$ cat src/hw/rtl/swrm_pkg.sv
package swrm_pkg;

	localparam int DEPTH_DEF = 16;
	localparam int DATA_WIDTH_DEF = 32;

	localparam int FUNC_WIDTH = 3;

	localparam logic [FUNC_WIDTH-1:0] FN_PUSH    = 3'd0;
	localparam logic [FUNC_WIDTH-1:0] FN_POP     = 3'd1;
	localparam logic [FUNC_WIDTH-1:0] FN_INSERT  = 3'd2;
	localparam logic [FUNC_WIDTH-1:0] FN_REVERSE = 3'd3;
	localparam logic [FUNC_WIDTH-1:0] FN_QUERY   = 3'd4;

	// Per-operation control and status handed from the pointer logic to the result stage.
	typedef struct packed {
		logic wr_en;
		logic top_hit;
		logic mid_hit;
		logic is_empty;
		logic overflow;
		logic underflow;
	} swrm_ctl_t;

endpackage

$ cat src/hw/rtl/swrm_op_if.sv
interface swrm_op_if
	import swrm_pkg::*;
#(
	parameter int DATA_WIDTH = DATA_WIDTH_DEF
);
	logic                         valid;
	logic                         ready;
	logic [FUNC_WIDTH-1:0]        func;
	logic signed [DATA_WIDTH-1:0] value;

	modport source (output valid, output func, output value, input ready);
	modport sink (input valid, input func, input value, output ready);
endinterface

$ cat src/hw/rtl/swrm_res_if.sv
interface swrm_res_if
	import swrm_pkg::*;
#(
	parameter int DATA_WIDTH = DATA_WIDTH_DEF,
	parameter int CNT_WIDTH = $clog2(DEPTH_DEF + 1)
);
	logic                         valid;
	logic                         ready;
	logic signed [DATA_WIDTH-1:0] top_value;
	logic signed [DATA_WIDTH-1:0] middle_value;
	logic [CNT_WIDTH-1:0]         item_count;
	logic                         is_empty;
	logic                         overflow;
	logic                         underflow;

	modport source (
		output valid, output top_value, output middle_value, output item_count,
		output is_empty, output overflow, output underflow, input ready
	);
	modport sink (
		input valid, input top_value, input middle_value, input item_count,
		input is_empty, input overflow, input underflow, output ready
	);
endinterface

$ cat src/hw/rtl/swrm_mem.sv
module swrm_mem
	import swrm_pkg::*;
#(
	parameter int DEPTH = DEPTH_DEF,
	parameter int DATA_WIDTH = DATA_WIDTH_DEF,
	parameter int AW = (DEPTH > 1) ? $clog2(DEPTH) : 1
) (
	input  logic                  clk,
	input  logic                  we,
	input  logic [AW-1:0]         waddr,
	input  logic [DATA_WIDTH-1:0] wdata,
	input  logic                  re,
	input  logic [AW-1:0]         raddr_a,
	input  logic [AW-1:0]         raddr_b,
	output logic [DATA_WIDTH-1:0] rdata_a,
	output logic [DATA_WIDTH-1:0] rdata_b
);
	logic [DATA_WIDTH-1:0] mem [DEPTH];
	logic [DATA_WIDTH-1:0] rd_a_q;
	logic [DATA_WIDTH-1:0] rd_b_q;

	always_ff @(posedge clk) begin
		if (we) begin
			mem[waddr] <= wdata;
		end
	end

	// Reads return the old word on an address collision; the caller forwards the new one.
	always_ff @(posedge clk) begin
		if (re) begin
			rd_a_q <= mem[raddr_a];
			rd_b_q <= mem[raddr_b];
		end
	end

	assign rdata_a = rd_a_q;
	assign rdata_b = rd_b_q;
endmodule

$ cat src/hw/rtl/swrm_ctrl.sv
module swrm_ctrl
	import swrm_pkg::*;
#(
	parameter int DEPTH = DEPTH_DEF,
	parameter int AW = (DEPTH > 1) ? $clog2(DEPTH) : 1,
	parameter int CW = $clog2(DEPTH + 1)
) (
	input  logic                  clk,
	input  logic                  arst_n,
	input  logic                  advance,
	input  logic [FUNC_WIDTH-1:0] func,
	output logic [AW-1:0]         wr_addr,
	output logic [AW-1:0]         top_addr,
	output logic [AW-1:0]         mid_addr,
	output logic [CW-1:0]         count,
	output swrm_ctl_t             ctl
);
	localparam logic [AW:0] DEPTH_W = (AW + 1)'(DEPTH);
	localparam logic [CW-1:0] FULL_CNT = CW'(DEPTH);

	logic [AW-1:0] bp_q;
	logic [CW-1:0] cnt_q;
	logic          rev_q;

	logic [AW-1:0] bp_n;
	logic [CW-1:0] cnt_n;
	logic          rev_n;
	logic          wr_en;
	logic          ovf;
	logic          udf;
	logic          full;

	// Ring position idx steps away from base: upward when dir is 0, downward when 1.
	function automatic logic [AW-1:0] ring_pos(input logic [AW-1:0] base, input logic dir,
			input logic [AW-1:0] idx);
		logic [AW:0] s;
		if (!dir) begin
			s = {1'b0, base} + {1'b0, idx};
			if (s >= DEPTH_W) begin
				s = s - DEPTH_W;
			end
		end else begin
			s = {1'b0, base} - {1'b0, idx};
			if (s[AW]) begin
				s = s + DEPTH_W;
			end
		end
		return s[AW-1:0];
	endfunction

	always_comb begin
		bp_n    = bp_q;
		cnt_n   = cnt_q;
		rev_n   = rev_q;
		wr_en   = 1'b0;
		ovf     = 1'b0;
		udf     = 1'b0;
		full    = (cnt_q == FULL_CNT);
		wr_addr = ring_pos(bp_q, rev_q, AW'(cnt_q));
		unique case (func)
			FN_PUSH: begin
				if (full) begin
					ovf = 1'b1;
				end else begin
					wr_en = 1'b1;
					cnt_n = cnt_q + CW'(1);
				end
			end
			FN_POP: begin
				if (cnt_q == '0) begin
					udf = 1'b1;
				end else begin
					cnt_n = cnt_q - CW'(1);
				end
			end
			FN_INSERT: begin
				if (full) begin
					ovf = 1'b1;
				end else begin
					// The bottom moves one slot against the current direction.
					bp_n    = ring_pos(bp_q, ~rev_q, AW'(1));
					wr_addr = bp_n;
					wr_en   = 1'b1;
					cnt_n   = cnt_q + CW'(1);
				end
			end
			FN_REVERSE: begin
				if (cnt_q != '0) begin
					bp_n  = ring_pos(bp_q, rev_q, AW'(cnt_q - CW'(1)));
					rev_n = ~rev_q;
				end
			end
			default: begin
			end
		endcase
	end

	assign top_addr = ring_pos(bp_n, rev_n, AW'(cnt_n - CW'(1)));
	assign mid_addr = ring_pos(bp_n, rev_n, AW'(cnt_n >> 1));
	assign count    = cnt_n;

	assign ctl.wr_en     = wr_en;
	assign ctl.top_hit   = wr_en && (top_addr == wr_addr);
	assign ctl.mid_hit   = wr_en && (mid_addr == wr_addr);
	assign ctl.is_empty  = (cnt_n == '0);
	assign ctl.overflow  = ovf;
	assign ctl.underflow = udf;

	always_ff @(posedge clk or negedge arst_n) begin
		if (!arst_n) begin
			bp_q  <= '0;
			cnt_q <= '0;
			rev_q <= 1'b0;
		end else if (advance) begin
			bp_q  <= bp_n;
			cnt_q <= cnt_n;
			rev_q <= rev_n;
		end
	end
endmodule

$ cat src/hw/rtl/stack_with_reverse_and_middle.sv
// A result word appears in the cycle after its operation word is accepted.
// Throughput: one operation per cycle while res.ready is high; ring pointers, the
// two-read store and result register advance together; none waits on the one before.
// Reset (arst_n low, asynchronous) empties the stack and clears the result valid;
// the store itself is not cleared and needs no sweep after reset.
module stack_with_reverse_and_middle
	import swrm_pkg::*;
#(
	parameter int DEPTH = DEPTH_DEF,
	parameter int DATA_WIDTH = DATA_WIDTH_DEF
) (
	input logic         clk,
	input logic         arst_n,
	swrm_op_if.sink     op,
	swrm_res_if.source  res
);
	localparam int AW = (DEPTH > 1) ? $clog2(DEPTH) : 1;
	localparam int CW = $clog2(DEPTH + 1);

	logic                  accept;
	logic [AW-1:0]         wr_addr;
	logic [AW-1:0]         top_addr;
	logic [AW-1:0]         mid_addr;
	logic [CW-1:0]         count;
	swrm_ctl_t             ctl;
	logic [DATA_WIDTH-1:0] rd_top;
	logic [DATA_WIDTH-1:0] rd_mid;

	logic                  valid_s1;
	swrm_ctl_t             ctl_s1;
	logic [CW-1:0]         count_s1;
	logic [DATA_WIDTH-1:0] wdata_s1;

	assign op.ready = !valid_s1 || res.ready;
	assign accept   = op.valid && op.ready;

	swrm_ctrl #(
		.DEPTH (DEPTH),
		.AW    (AW),
		.CW    (CW)
	) u_ctrl (
		.clk      (clk),
		.arst_n   (arst_n),
		.advance  (accept),
		.func     (op.func),
		.wr_addr  (wr_addr),
		.top_addr (top_addr),
		.mid_addr (mid_addr),
		.count    (count),
		.ctl      (ctl)
	);

	swrm_mem #(
		.DEPTH      (DEPTH),
		.DATA_WIDTH (DATA_WIDTH),
		.AW         (AW)
	) u_mem (
		.clk     (clk),
		.we      (accept && ctl.wr_en),
		.waddr   (wr_addr),
		.wdata   (op.value),
		.re      (accept),
		.raddr_a (top_addr),
		.raddr_b (mid_addr),
		.rdata_a (rd_top),
		.rdata_b (rd_mid)
	);

	always_ff @(posedge clk or negedge arst_n) begin
		if (!arst_n) begin
			valid_s1 <= 1'b0;
		end else if (op.ready) begin
			valid_s1 <= op.valid;
		end
	end

	always_ff @(posedge clk) begin
		if (accept) begin
			ctl_s1   <= ctl;
			count_s1 <= count;
			wdata_s1 <= op.value;
		end
	end

	// An empty stack reports all ones (minus one) for both words. A word written by the
	// same operation is taken from the forwarding register, not from the store.
	assign res.valid        = valid_s1;
	assign res.top_value    = ctl_s1.is_empty ? '1 : (ctl_s1.top_hit ? wdata_s1 : rd_top);
	assign res.middle_value = ctl_s1.is_empty ? '1 : (ctl_s1.mid_hit ? wdata_s1 : rd_mid);
	assign res.item_count   = count_s1;
	assign res.is_empty     = ctl_s1.is_empty;
	assign res.overflow     = ctl_s1.overflow;
	assign res.underflow    = ctl_s1.underflow;
endmodule
$ cat src/flat_wrapper.sv
// flat-port wrapper written by rule: the top's interface ports become plain ports
module stack_with_reverse_and_middle_flat import swrm_pkg::*;
#(
	parameter int DEPTH = DEPTH_DEF,
	parameter int DATA_WIDTH = DATA_WIDTH_DEF
)
  (clk, arst_n, op_valid, op_func, op_value, op_ready, res_valid, res_top_value, res_middle_value, res_item_count, res_is_empty, res_overflow, res_underflow, res_ready);
  swrm_op_if #(.DATA_WIDTH(DATA_WIDTH)) op_i ();
  swrm_res_if #(.DATA_WIDTH(DATA_WIDTH)) res_i ();
  input logic clk;
  input logic arst_n;
  input wire logic [$bits(op_i.valid)-1:0] op_valid;
  input wire logic [$bits(op_i.func)-1:0] op_func;
  input wire logic [$bits(op_i.value)-1:0] op_value;
  output wire logic [$bits(op_i.ready)-1:0] op_ready;
  output wire logic [$bits(res_i.valid)-1:0] res_valid;
  output wire logic [$bits(res_i.top_value)-1:0] res_top_value;
  output wire logic [$bits(res_i.middle_value)-1:0] res_middle_value;
  output wire logic [$bits(res_i.item_count)-1:0] res_item_count;
  output wire logic [$bits(res_i.is_empty)-1:0] res_is_empty;
  output wire logic [$bits(res_i.overflow)-1:0] res_overflow;
  output wire logic [$bits(res_i.underflow)-1:0] res_underflow;
  input wire logic [$bits(res_i.ready)-1:0] res_ready;
  assign op_i.valid = op_valid;
  assign op_i.func = op_func;
  assign op_i.value = op_value;
  assign op_ready = op_i.ready;
  assign res_valid = res_i.valid;
  assign res_top_value = res_i.top_value;
  assign res_middle_value = res_i.middle_value;
  assign res_item_count = res_i.item_count;
  assign res_is_empty = res_i.is_empty;
  assign res_overflow = res_i.overflow;
  assign res_underflow = res_i.underflow;
  assign res_i.ready = res_ready;
  stack_with_reverse_and_middle #(.DEPTH(DEPTH), .DATA_WIDTH(DATA_WIDTH)) u_core (.clk(clk), .arst_n(arst_n), .op(op_i), .res(res_i));
endmodule
$ cat config.mk
export PLATFORM = sky130hd
export DESIGN_NAME = stack_with_reverse_and_middle_flat
export DESIGN_NICKNAME = d
export VERILOG_FILES = /design/src/hw/rtl/swrm_pkg.sv /design/src/hw/rtl/swrm_op_if.sv /design/src/hw/rtl/swrm_res_if.sv /design/src/hw/rtl/swrm_mem.sv /design/src/hw/rtl/swrm_ctrl.sv /design/src/hw/rtl/stack_with_reverse_and_middle.sv /design/src/flat_wrapper.sv
export SDC_FILE = /design/constraint.sdc
export NUM_CORES = 1
export LEC_CHECK = 0
export BUFFER_PORTS_ARGS = -buffer_cell sky130_fd_sc_hd__buf_2
export CAP_MARGIN = 20
export CORE_ASPECT_RATIO = 1.4
export CORE_MARGIN = 1
export CORE_UTILIZATION = 62
export CTS_CLUSTER_DIAMETER = 150
export DETAILED_ROUTE_END_ITERATION = 8
export GPL_TIMING_DRIVEN = 0
export MAX_ROUTING_LAYER = met4
export PLACE_DENSITY_LB_ADDON = 0.3
export SYNTH_ARGS = -nofsm -noshare
export SYNTH_HDL_FRONTEND = slang
export SYNTH_SLANG_ARGS = --single-unit
export TNS_END_PERCENT = 20
$ cat constraint.sdc
create_clock -name clk -period 4.95 [get_ports clk]
set_input_delay 0.99 -clock clk [delete_from_list [all_inputs] [get_ports clk]]
set_output_delay 0.99 -clock clk [all_outputs]
set_load 0.02 [all_outputs]
==> qor.yml <==
core_um2: 47200
cts_root_buf: "clkbuf_16"
synthCells: 1547
worst-path-max-fanout: 10
synth_edf_count: 618
dpl.hpwl_mm: 51.9
grt_pass1_wl_mm: 115
core.rowCount: 94
gp_congestion: 0.892
tns_ns: 0
drc: 0
cts_sinks: 629
antenna_found_initial: 2
syn2layout_area_growth_pct: 13.8
grt_use_total_pct: 33.9
required_ns: 5.29
netlist.area_leader.share_pct: 62.3
grt_max_degree: 62
io_pins: 113
synth.largest_area_cell: "edfxtp_1"
outcome: "completed"
synth_cell_types: 57
drt-total-wl_mm: 78.9
drtIter0Drc: 2452
drv_slew: 0
dr.pass1.iters: 6
ys.flop_type: "edfxtp_1"
dieArea_um2: 48900
grt-busiest-layer: "met2"
synth_commonest_cells: "618 x edfxtp_1, 256 x mux4_2, 194 x mux2i_1"
drtAntennaViolNets: 0
drive_gt1_share_pct: 33.7
synth_nets: 1614
synth-seq-cells: 629
nets: 1819
yosysSeqAreaShare_pct: 63.3
max-clock-path-buffers: 3
slew_headroom_pct: 27.7
yosys_warnings: 0
cts-hold-fix-buffers: 0
cp.arrival_ns: 5.23
worst_pin_slew_ns: 1.08
max_freq_mhz: 204
use_met2_pct: 57.1
clock_skew_ns: 0.0169
syn_area_per_cell_um2: 19.2
grt_util_met3_pct: 5.72
cts_max_level: 2
fillers: 2704
synthMostInstantiatedCell: "edfxtp_1"
min_path_type: "input port to asynchronous set/reset pin"
hold_viol: 0
cts_made_buffers: 57
vias_per_cell: 7.12
ys_async_sr_fraction_pct: 1.75
grtUsageMet1_pct: 40.1
finalSetupViolCount: 0
cts_tree: "built"
clkTransAtPathRegs_ns: 0.07
fin_crit_ns: 4.89
first_global_vias: 18100
clock_latency_ns: 0.61
wire_per_inst_um: 32.5
start_util_pct: 63.1
final_core_util_pct: 71.8
cap_violations: 0
vias: 17300
die_h_um: 261
critical_path.endpoint_type: "register"
grt_overflow_total: 0
yosys-top-cells-area: "edfxtp_1 62%, mux4_2 19%, mux2i_1 6.5%"
io_buffers: 112
path_class: "register to register"
worstSetupStartpointType: "register"
hold-worst-slack_ns: 0.270
fin_crit_sh_pct: 98.9
rsz0062_at_grt: "no"
die_x_um: 187
synth_area_um2: 29800
-- state kept, by name, summed over array words and instances (netlist names) --
| register | count |
|---|---|
| u_core.wdata_s1 | 32 |
| u_core.u_ctrl.cnt_q | 5 |
| u_core.res.overflow | 1 |
| u_core.res.valid | 1 |
| u_core.u_mem.rdata_b | 32 |
| u_core.u_mem.mem | 512 |
| u_core.u_ctrl.bp_q | 4 |
| u_core.ctl_s1 | 2 |
| u_core.res.is_empty | 1 |
| u_core.res.item_count | 5 |
| u_core.res.underflow | 1 |
| u_core.u_ctrl.rev_q | 1 |
| u_core.u_mem.rdata_a | 32 |
-- critical path: stages, from the launching register on --
cell	delay [ns]
dfrtp_2	0.49
inv_4	0.13
ha_2	0.24
or4b_4	0.54
nand2b_4	0.14
o21ai_0	0.10
o21ai_2	0.27
buf_4	0.17
ha_1	0.13
mux2i_1	0.12
fa_1	0.69
clkbuf_2	0.39
clkbuf_2	0.46
mux4_2	0.37
mux2i_1	0.24
mux2i_1	0.13
-- repair_timing --
item                                    4_1_cts  5_1_grt
pin swaps                                     3        4
endpoints found under the hold margin         0        0
setup buffers                                 7        2
endpoints found under the setup margin       66       65
gates resized for setup                      99       16
-- final cells by class --
class / instances / area (um2) / area share [%]
Timing Repair Buffer: 148 / 1100 / 3.26
Clock buffer: 67 / 1510 / 4.45
Buffer: 103 / 677 / 2.00
Sequential cell: 629 / 18800 / 55.6
Clock inverter: 40 / 347 / 1.02
Inverter: 17 / 68.8 / 0.203
Multi-Input combinational cell: 796 / 10600 / 31.1
Tap cell: 624 / 781 / 2.30
Antenna cell: 2 / 5.00 / 0.0148
-- logic make-up (layout without fill, tap and decap cells) --
group | after synthesis | in the layout | synth area share [%]
buffers and inverters | 122 | 375 | 1.79
flip-flops | 629 | 629 | 63.3
adder cells (fa/ha/maj) | 28 | 28 | 1.30
AO/OA/AOI/OAI | 118 | 118 | 3.15
AND/OR/NAND/NOR | 160 | 160 | 3.04
multiplexers | 453 | 453 | 26.0
XOR/XNOR | 37 | 37 | 1.45
other | 0 | 2 | 0
-- path summary, 6_finish.rpt --
path,slack (ns),endpoint,cells after the start,startpoint
worst max-delay path,0.06,u_core.u_mem.rdata_b[1],15,u_core.u_ctrl.cnt_q[0]
max in group asynchronous,4.44,u_core.u_ctrl.cnt_q[0],1,arst_n
min in group clk,0.55,u_core.res.valid,2,u_core.res.valid
worst min-delay path,0.27,u_core.u_ctrl.cnt_q[2],1,arst_n
worst min register to register,0.55,u_core.res.valid,2,u_core.res.valid
worst max register to register,0.06,u_core.u_mem.rdata_b[1],15,u_core.u_ctrl.cnt_q[0]
-- layout by cell type, fill, tap and decap left out, types with 5 or more instances in the layout --
cell type and count:
clkinv_2 12, mux4_2 256, clkdlybuf4s15_2 14, nor2b_1 66, nor3_1 8, clkbuf_1 34, nor2_1 16, fa_1 5
and3_1 7, a21o_1 5, xor2_1 8, clkinv_1 18, ha_1 22, o21ai_0 16, bufinv_16 6, inv_1 12
clkbuf_4 16, nand2b_1 8, clkbuf_2 27, mux2i_1 193, a21oi_1 13, a211o_1 64, buf_4 8, buf_2 124
edfxtp_1 618, buf_8 10, nor2_4 16, nand2_1 21, xnor2_1 20, buf_12 18, dfrtp_1 10, clkbuf_16 59
-- stage by stage --
stage / cells / area (um2) / worst slack, ns
5_1_grt: 2426 / 33900 / 0.00638
6_report: 2426 / 33900 / 0.0562
3_3_place_gp: 2283 / 31100 / -1.43
3_5_place_dp: 2305 / 31600 / -1.10
2_1_floorplan: 1547 / 29800 / 0.436
4_1_cts: 2418 / 33800 / 0.0209
-- routing by layer --
layer	routed length, um	share of wire (%)	vias up
met5	0	0	-
met4	3820	4.8	0
met3	7520	9.5	252
met2	40900	52	1203
met1	26600	34	8928
li1	-	-	6878
Power is left out: the tool's default activity adds up to more than one toggle a clock period on the data nets, which glitch-free logic cannot reach.
